File: src/rtl/ptw_pkg.sv
// shared types, codes and helpers of the four-level page table walker
`timescale 1ns / 1ps

package ptw_pkg;

   localparam int PA_BITS         = 52;
   localparam int VA_BITS         = 48;
   localparam int PAGE_BITS       = 12;
   localparam int INDEX_BITS      = 9;
   localparam int TABLE_BITS      = PA_BITS - PAGE_BITS;
   localparam int ENTRY_ADDR_BITS = TABLE_BITS + INDEX_BITS;
   localparam int WORD_BITS       = 64;
   localparam int WINDEX_BITS     = 12;

   localparam int BIT_PRESENT = 0;
   localparam int BIT_HUGE    = 7;

   localparam int CSR_ADDR_BITS = 4;
   localparam int CSR_DATA_BITS = 64;
   localparam logic REG_ROOT    = 1'b0;

   localparam logic FUNC_WRITE = 1'b0;
   localparam logic FUNC_XLATE = 1'b1;

   localparam logic [1:0] FAULT_NONE        = 2'd0;
   localparam logic [1:0] FAULT_NOT_PRESENT = 2'd1;
   localparam logic [1:0] FAULT_OUTSIDE     = 2'd2;

   localparam logic [1:0] SIZE_4K = 2'd0;
   localparam logic [1:0] SIZE_2M = 2'd1;
   localparam logic [1:0] SIZE_1G = 2'd2;

   localparam logic [1:0] LVL_TOP  = 2'd0;
   localparam logic [1:0] LVL_1G   = 2'd1;
   localparam logic [1:0] LVL_2M   = 2'd2;
   localparam logic [1:0] LVL_LEAF = 2'd3;

   typedef enum logic [1:0] {
      ST_IDLE = 2'b01,
      ST_WALK = 2'b10
   } state_type;

   typedef struct packed {
      logic [PA_BITS-1:0] xlat_addr;
      logic [1:0]         fault_kind;
      logic [1:0]         page_size;
      logic [1:0]         fault_level;
   } rsp_type;

   function automatic logic [INDEX_BITS-1:0] level_index(input logic [VA_BITS-1:0] va,
                                                         input logic [1:0] lvl);
      logic [INDEX_BITS-1:0] idx;
      unique case (lvl)
         LVL_TOP:  idx = va[39 +: INDEX_BITS];
         LVL_1G:   idx = va[30 +: INDEX_BITS];
         LVL_2M:   idx = va[21 +: INDEX_BITS];
         default:  idx = va[12 +: INDEX_BITS];
      endcase
      return idx;
   endfunction

endpackage

File: src/rtl/ptw_walker.sv
// walk sequencer: store writes, per-level entry reads and result register
`timescale 1ns / 1ps

module ptw_walker #(
   parameter int STORE_WORDS = 4096
) (
   input  logic                                clock,
   input  logic                                reset,
   input  logic                                start,
   output logic                                busy,
   input  logic                                func,
   input  logic [63:0]                         lin_addr,
   input  logic [ptw_pkg::WINDEX_BITS-1:0]     word_index,
   input  logic [ptw_pkg::WORD_BITS-1:0]       word_data,
   input  logic [ptw_pkg::PA_BITS-1:0]         root_base,
   output logic                                ram_wr_en,
   output logic [$clog2(STORE_WORDS)-1:0]      ram_wr_addr,
   output logic [ptw_pkg::WORD_BITS-1:0]       ram_wr_data,
   output logic                                ram_rd_en,
   output logic [$clog2(STORE_WORDS)-1:0]      ram_rd_addr,
   input  logic [ptw_pkg::WORD_BITS-1:0]       ram_rd_data,
   output logic                                rsp_valid,
   output ptw_pkg::rsp_type                    rsp
);

   localparam int AW = $clog2(STORE_WORDS);
   localparam logic [ptw_pkg::ENTRY_ADDR_BITS-1:0] ENTRY_LIMIT =
      ptw_pkg::ENTRY_ADDR_BITS'(STORE_WORDS);
   localparam logic [20:0] WRITE_LIMIT = 21'(STORE_WORDS);

   ptw_pkg::state_type                state_ff, state_in;
   logic [1:0]                        level_ff, level_in;
   logic [ptw_pkg::VA_BITS-1:0]       va_ff, va_in;
   logic                              rsp_valid_ff, rsp_valid_in;
   ptw_pkg::rsp_type                  rsp_ff, rsp_in;

   logic [ptw_pkg::WORD_BITS-1:0]       entry;
   logic [ptw_pkg::TABLE_BITS-1:0]      tbl_sel;
   logic [1:0]                          lvl_sel;
   logic [ptw_pkg::VA_BITS-1:0]         va_sel;
   logic [ptw_pkg::ENTRY_ADDR_BITS-1:0] ent_addr;
   logic                                ent_in_store;
   logic                                wr_in_store;

   assign entry = ram_rd_data;

   // next entry address: root table on accept, else the table the current entry points to
   always_comb begin
      if (state_ff == ptw_pkg::ST_IDLE) begin
         tbl_sel = root_base[ptw_pkg::PA_BITS-1:ptw_pkg::PAGE_BITS];
         lvl_sel = ptw_pkg::LVL_TOP;
         va_sel  = lin_addr[ptw_pkg::VA_BITS-1:0];
      end else begin
         tbl_sel = entry[ptw_pkg::PA_BITS-1:ptw_pkg::PAGE_BITS];
         lvl_sel = level_ff + 2'd1;
         va_sel  = va_ff;
      end
   end

   assign ent_addr     = {tbl_sel, ptw_pkg::level_index(va_sel, lvl_sel)};
   assign ent_in_store = ent_addr < ENTRY_LIMIT;
   assign wr_in_store  = {9'd0, word_index} < WRITE_LIMIT;

   assign ram_wr_addr = AW'(word_index);
   assign ram_wr_data = word_data;
   assign ram_rd_addr = ent_addr[AW-1:0];

   always_comb begin
      state_in     = state_ff;
      level_in     = level_ff;
      va_in        = va_ff;
      rsp_valid_in = 1'b0;
      rsp_in       = rsp_ff;
      ram_wr_en    = 1'b0;
      ram_rd_en    = 1'b0;
      unique case (state_ff)
         ptw_pkg::ST_IDLE: begin
            if (start) begin
               rsp_in = '0;
               if (func == ptw_pkg::FUNC_WRITE) begin
                  ram_wr_en    = wr_in_store;
                  rsp_valid_in = 1'b1;
               end else begin
                  va_in    = lin_addr[ptw_pkg::VA_BITS-1:0];
                  level_in = ptw_pkg::LVL_TOP;
                  if (ent_in_store) begin
                     ram_rd_en = 1'b1;
                     state_in  = ptw_pkg::ST_WALK;
                  end else begin
                     rsp_valid_in      = 1'b1;
                     rsp_in.fault_kind = ptw_pkg::FAULT_OUTSIDE;
                  end
               end
            end
         end
         ptw_pkg::ST_WALK: begin
            rsp_in             = '0;
            rsp_in.fault_level = level_ff;
            priority if (!entry[ptw_pkg::BIT_PRESENT]) begin
               rsp_in.fault_kind = ptw_pkg::FAULT_NOT_PRESENT;
               rsp_valid_in      = 1'b1;
               state_in          = ptw_pkg::ST_IDLE;
            end else if ((level_ff == ptw_pkg::LVL_1G) && entry[ptw_pkg::BIT_HUGE]) begin
               rsp_in.xlat_addr = {entry[51:30], va_ff[29:0]};
               rsp_in.page_size = ptw_pkg::SIZE_1G;
               rsp_valid_in     = 1'b1;
               state_in         = ptw_pkg::ST_IDLE;
            end else if ((level_ff == ptw_pkg::LVL_2M) && entry[ptw_pkg::BIT_HUGE]) begin
               rsp_in.xlat_addr = {entry[51:21], va_ff[20:0]};
               rsp_in.page_size = ptw_pkg::SIZE_2M;
               rsp_valid_in     = 1'b1;
               state_in         = ptw_pkg::ST_IDLE;
            end else if (level_ff == ptw_pkg::LVL_LEAF) begin
               rsp_in.xlat_addr = {entry[51:12], va_ff[11:0]};
               rsp_in.page_size = ptw_pkg::SIZE_4K;
               rsp_valid_in     = 1'b1;
               state_in         = ptw_pkg::ST_IDLE;
            end else if (!ent_in_store) begin
               rsp_in.fault_kind  = ptw_pkg::FAULT_OUTSIDE;
               rsp_in.fault_level = lvl_sel;
               rsp_valid_in       = 1'b1;
               state_in           = ptw_pkg::ST_IDLE;
            end else begin
               ram_rd_en = 1'b1;
               level_in  = lvl_sel;
            end
         end
         default: begin
            state_in = ptw_pkg::ST_IDLE;
         end
      endcase
   end

   always_ff @(posedge clock) begin
      if (reset) begin
         state_ff     <= ptw_pkg::ST_IDLE;
         level_ff     <= ptw_pkg::LVL_TOP;
         rsp_valid_ff <= 1'b0;
      end else begin
         state_ff     <= state_in;
         level_ff     <= level_in;
         rsp_valid_ff <= rsp_valid_in;
      end
   end

   always_ff @(posedge clock) begin
      va_ff  <= va_in;
      rsp_ff <= rsp_in;
   end

   assign busy      = state_ff == ptw_pkg::ST_WALK;
   assign rsp_valid = rsp_valid_ff;
   assign rsp       = rsp_ff;

   // no request result can show while a walk is still reading entries
   assert property (@(posedge clock) disable iff (reset)
      (state_ff == ptw_pkg::ST_WALK) |-> !rsp_valid_ff)
      else $error("result strobe during walk");

   // a faulted walk reports no address and no page size
   assert property (@(posedge clock) disable iff (reset)
      (rsp_valid_ff && (rsp_ff.fault_kind != ptw_pkg::FAULT_NONE))
      |-> ((rsp_ff.xlat_addr == '0) && (rsp_ff.page_size == ptw_pkg::SIZE_4K)))
      else $error("fault result carries translation");

   // each walk cycle either finishes or descends exactly one level
   assert property (@(posedge clock) disable iff (reset)
      (state_ff == ptw_pkg::ST_WALK)
      |=> ((state_ff == ptw_pkg::ST_IDLE) || (level_ff == $past(level_ff) + 2'd1)))
      else $error("walk level skipped");

   // a read is issued only on a translate accept or while descending
   assert property (@(posedge clock) disable iff (reset)
      ram_rd_en |-> ((state_ff == ptw_pkg::ST_WALK) || (start && func == ptw_pkg::FUNC_XLATE)))
      else $error("stray entry read");

endmodule

File: config.mk
export PLATFORM = sky130hd
export DESIGN_NAME = ptw_walker
export DESIGN_NICKNAME = d
export VERILOG_FILES = /design/src/rtl/ptw_pkg.sv /design/src/rtl/ptw_walker.sv
export SDC_FILE = /design/constraint.sdc
export NUM_CORES = 1
export LEC_CHECK = 0
export BUFFER_PORTS_ARGS = -buffer_cell sky130_fd_sc_hd__buf_2
export CORE_AREA = 2 2 161 163
export DETAILED_ROUTE_END_ITERATION = 10
export DIE_AREA = 0 0 163 165
export SYNTH_ARGS = -nofsm -noshare
export SYNTH_HDL_FRONTEND = slang
export SYNTH_SLANG_ARGS = --single-unit
File: constraint.sdc
create_clock -name clock -period 6.7 [get_ports clock]
set_input_delay 1.34 -clock clock [delete_from_list [all_inputs] [get_ports clock]]
set_output_delay 1.34 -clock clock [all_outputs]
set_load 0.1 [all_outputs]
Word level (Yosys, flattened, before mapping)
Index checks and enable logic that the tools add are counted.
- multiplexer cells: 59
- eq/ne operators: 16
- reduce and logical (&&, ||, !) cells: 8
- order comparisons: 1
- $add $sub $neg: 1
- operator list (cell ; number):
    $mux 52 ; 4
    $pmux 58 s2 ; 1
    $mux 58 ; 1
    $mux 2 ; 27
    $lt 49x13->1 const B ; 1
    $mux 48 ; 1
    $mux 40 ; 1
    $pmux 9 s3 ; 1
    $mux 1 ; 18
    $ne 2x2->1 const B ; 6
    $eq 2x2->1 const B ; 4
    $pmux 2 s2 ; 2
    $reduce_and 8->1 ; 1
    $eq 2x1->1 const B ; 3
    $ne 6x3->1 const B ; 1
    $mux 4 ; 1
    $ne 2x1->1 const B ; 2
    $pmux 1 s2 ; 2
    $reduce_and 4->1 ; 1
    $reduce_and 3->1 ; 1
    $add 2x1->2 const B ; 1
    $logic_and 1x1->1 ; 2
    $logic_not 2->1 ; 1
    $reduce_and 2->1 ; 1
    $reduce_bool 2->1 ; 1
- output and inout port bits: 150
- bits of input ports: 260
- word-level logic and storage cells: 93
- register bits after elaboration: 111

Longest topological paths before layout
- depth after elaboration: 11
- gate-level depth with buffers: 9
- depth with buffers taken out: 7

Worst setup path after synthesis
OpenSTA, ideal clock, no wires.
- path type: input-to-output
- from: in func
- to: out ram_rd_en
- data required time: 5.360 ns
- path slack: 0.742 ns
- arrival: 4.618 ns
- stages on the path: 4
- path buffers: 0
- cells stage by stage: nand3_1 -> inv_1 -> nor2_1 -> nor3_1
- cells in the longest elaborated chain, start to end: 3
- ends and longest elaborated chain (element ; RTL line ; text):
    start: declaration ; ptw_walker.sv:11 ; input logic func,
    $mux 1 ; ptw_walker.sv:80 ; if (func == ptw_pkg::FUNC_WRITE) begin
    $mux 1 ; ptw_walker.sv:78 ; if (start) begin
    $pmux 1 s2 ; ptw_walker.sv:76 ; unique case (state_ff)
    end: declaration ; ptw_walker.sv:19 ; output logic ram_rd_en,
Every way passes these cells.

Final worst setup path
- from: in ram_rd_data[23] (netlist name)
- to: out ram_rd_en
- cells in the longest elaborated chain, start to end: 8
- elaborated cells between the ends (all ways): 10
- those cells by class: order compare (1); mux (9)
- ends and longest elaborated chain (element ; RTL line ; text):
    start: declaration ; ptw_walker.sv:21 ; input logic [ptw_pkg::WORD_BITS-1:0] ram_rd_data,
    $mux 40 * ; ptw_walker.sv:49 ; if (state_ff == ptw_pkg::ST_IDLE) begin
    $lt 49x13->1 * ; ptw_walker.sv:61 ; assign ent_in_store = ent_addr < ENTRY_LIMIT;
    $mux 1 * ; ptw_walker.sv:86, ptw_walker.sv:118 ;
    $mux 1 ; ptw_walker.sv:113 ; end else if (level_ff == ptw_pkg::LVL_LEAF) begin
    $mux 1 ; ptw_walker.sv:108 ; end else if ((level_ff == ptw_pkg::LVL_2M) && entry[ptw_pkg::BIT_HUGE]) begin
    $mux 1 ; ptw_walker.sv:103 ; end else if ((level_ff == ptw_pkg::LVL_1G) && entry[ptw_pkg::BIT_HUGE]) begin
    $mux 1 ; ptw_walker.sv:99 ; priority if (!entry[ptw_pkg::BIT_PRESENT]) begin
    $pmux 1 s2 * ; ptw_walker.sv:76 ;
Mark *: on every way between the ends. The rest lies on a longest branch, timed or not.

==> impl_results.rst <==
.. list-table::
   :header-rows: 1

   * - Metric
     - Value
   * - Largest buffer count on any clock path
     - 2
   * - Total setup buffers inserted after CTS
     - 0
   * - Number of detailed-route iterations in the first pass
     - 4
   * - Standard-cell row count
     - 58
   * - Vias in the first global route
     - 3,463
   * - Effective utilization at floorplan
     - 0.210
   * - Dominant combinational cell family by area after synthesis
     - simple AND/OR/NAND/NOR gates
   * - Avg Synthesized Cell Area
     - roughly 13 um2
   * - Synth Cell Area
     - ~5300 um2
   * - Buffers on Ports
     - 207
   * - Critical Path End Type
     - primary output
   * - Final Cycle Share
     - 0.730
   * - Largest cells by area after synthesis
     - edfxtp_1, buf_4, and2_1, mux4_2, nand2_1
   * - Met1 GRT Util
     - 0.129
   * - Startpoint class of the critical path
     - input pin
   * - Post-synthesis sequential area ratio
     - 0.624
   * - Category of the critical setup timing path
     - input pin to primary output
   * - Peak supply drop
     - approximately 0.16 mV
   * - Filler Cell Count
     - 2,656
   * - Boundary Pins
     - 410
   * - Post-synthesis async set-or-reset flop share
     - 0
   * - Synthesized-area fraction occupied by adder cells
     - 0.0119
   * - Clock transition at the register clock pins on the worst setup and hold paths after CTS
     - approximately 0.09 ns
   * - WL per Instance
     - roughly 18 um
   * - Crit Path Max Fanout
     - 6
   * - Most common cell after layout, fill and taps aside
     - buf_2
   * - Largest net degree at the start of global routing
     - 51
   * - Upper clock frequency limit
     - between 200 and 250 MHz
   * - Mux cell area share after synthesis
     - 0.0516
   * - Post-synthesis register bit count
     - between 100 and 150
   * - Total congestion overflow after global routing
     - 0
   * - Remaining antenna violation count
     - 0
   * - Cell count after synthesis
     - 400
   * - Xor/xnor cell area share of the yosys netlist
     - 0
   * - Worst hold path type
     - flop to flop
   * - Height of the die
     - between 150 and 200 um
   * - Final Net Count
     - about 800
   * - Compound-Gate Fraction of Synth Area
     - 0.0511
   * - Layout cells sized above 1
     - 0.464
   * - Hold violation count in the final report
     - 0
   * - Max-slew violations
     - 0
   * - Drt first-iter violations
     - 392
   * - Via count
     - 3,612
   * - Slew at the pin with the worst max-slew slack
     - 1.11 ns
   * - Crit Reg-Reg Startpoint
     - level_ff[0]
   * - Clock latency at the later pin of the worst-skew pair
     - between 0.3 and 0.4 ns
   * - Cts bufs inserted
     - 9
   * - Top_reg_cell synth
     - edfxtp_1
   * - Worst clock skew
     - 0.0145 ns
   * - P&R area growth vs syn
     - 22.0%
   * - Antenna Cells
     - 0
   * - Register-to-register path setup slack
     - 3.34 ns
   * - Commonest non-fill, non-tap cells in the layout
     - buf_2, edfxtp_1, nand2_1
   * - Endpoints failing setup
     - 0
   * - Power per Cell Area
     - ~250 nW/um2
   * - Overall routed net length
     - 15,500 um
   * - Global-route wire length before repair
     - about 21,000 um
   * - Busiest metal layer after global routing
     - met2
   * - Sink Count
     - 111
   * - Number of hold buffers added after CTS
     - 0
   * - Hold Crit Start
     - state_ff[1]
   * - Half-perimeter wire length after detailed placement
     - ~12,000 um
   * - Yosys warning count
     - 0
   * - Die X
     - roughly 160 um
   * - Area share of the largest cell type after synthesis
     - 0.605
   * - DIE AREA
     - 26,900 um2
   * - Setup repair after global routing missed its margin
     - no
   * - Antenna violations before repair
     - 1
   * - Leak Pwr
     - ~0.0025 uW
   * - Share of synthesized cell area in and, or, nand and nor gates
     - 0.137
   * - Required time reported for the critical path endpoint
     - 5.36 ns
   * - Number of DRC violations after detailed routing
     - 0
   * - Count of cells resized by post-cts repair
     - 0
   * - TNS Setup
     - 0 ns
   * - Routing usage on met3
     - 0.0377
   * - GRT Resource Usage Total
     - 0.113
   * - Final Wtd Congestion
     - 0.740
   * - Level count of the clock H-tree
     - 3
   * - Post-Syn Nets
     - roughly 670
   * - Worst Hold End
     - state_ff[1]
   * - Number of distinct library cells after synthesis
     - 41
   * - Count of flip-flops with a built-in enable after synthesis
     - 106
   * - Final design area excluding fillers
     - between 6000 and 7000 um2
   * - Cell area after placement
     - ~6000 um2
   * - Data arrival at the endpoint of the critical path
     - ~3.6 ns
   * - Shortest clock period the worst path allows after layout
     - 4.89 ns
   * - DR vias/cell
     - between 4 and 5
   * - Core outline area
     - 25,000 um2
   * - Outcome
     - complete, no violations
   * - Headroom to the max-slew limit
     - 0.260
   * - Worst Reg-to-Reg Cells
     - 5
   * - MaxCap Viol Count
     - 0
   * - Routing usage on met2
     - 0.197
   * - Worst r2r dst
     - rsp[57]
   * - Clock root buffer
     - clkbuf_16
   * - TritonCTS clock tree
     - built
   * - Cell type contributing the most total cell area after synthesis
     - edfxtp_1
   * - Number of stages on the worst hold path
     - 2
-- synthesized netlist by cell type (2+ instances only) --
cell,number
mux4_2,9
clkbuf_1,9
and2_1,34
a22o_1,9
a21oi_1,14
nor2_1,13
nand3_1,15
buf_2,2
mux2i_1,2
nor3_1,6
nand4_1,5
mux2_2,3
nand2_1,46
inv_1,6
dfxtp_1,5
buf_4,76
nor4_1,13
ha_1,5
edfxtp_1,106
-- sequential cells by signal, summed over array words and instances (netlist names) --
name	flops
level_ff	2
state_ff	2
va_ff	48
rsp_valid	1
rsp	58
-- metal layers --
layer,share of wire,up-vias
li1,-,1653
met1,0.38,1706
met2,0.49,208
met3,0.10,43
met4,0.026,2
met5,0.0012,-
-- worst max path at each step --
stage	startpoint	end
finish	ram_rd_data[23]	ram_rd_en
global route	level_ff[0]	ram_rd_en
CTS	level_ff[0]	ram_rd_en
detailed placement	ram_rd_data[23]	ram_rd_en
global placement	ram_rd_data[23]	ram_rd_en
floorplan	func	ram_rd_en
-- worst max-delay path, stage by stage --
cell and delay [ns]:
buf_2 0.12, nor3_1 0.67, nand4_1 0.31, nand2_1 0.26, nand2_1 0.12, nor3_1 0.25, buf_2 0.48
-- area by class of cell --
class,instances,area [um2],share of cell area
clock buffer,9,225,0.0351
clock inverter,7,83.8,0.0131
inverter,7,26.3,0.00409
multi-input combinational,193,1330,0.207
sequential,111,3280,0.512
tap,330,413,0.0643
timing repair buffer,210,1060,0.165
-- cell families (layout without fill, tap and decap cells) --
family,Yosys count,after routing
AO/OA/AOI/OAI,34,34
adder cells (fa/ha/maj),5,5
buffers and inverters,96,233
flip-flops,111,111
multiplexers,15,15
AND/OR/NAND/NOR,139,139
-- per-stage QoR --
| stage | util | power, uW | std cells | setup slack (ns) | hold WS (ns) |
|---|---|---|---|---|---|
| floorplan | - | 1220 | 400 | 0.742 | 0.470 |
| global placement | 0.244 | 1080 | 851 | 1.89 | 0.497 |
| detailed placement | 0.244 | 1080 | 851 | 1.87 | 0.502 |
| CTS | 0.256 | 1650 | 867 | 1.68 | 0.515 |
| global route | 0.256 | 1690 | 867 | 1.55 | 0.541 |
| finish | 0.256 | 1620 | 867 | 1.81 | 0.518 |
-- power by group --
| group | leakage, uW | switching, uW | internal, uW |
|---|---|---|---|
| Sequential | 0.00105 | 9.00 | 790 |
| Combinational | 0.00130 | 214 | 50.7 |
| Clock | 0.000151 | 289 | 269 |
Note: power is estimated with default switching activity, not from simulation.
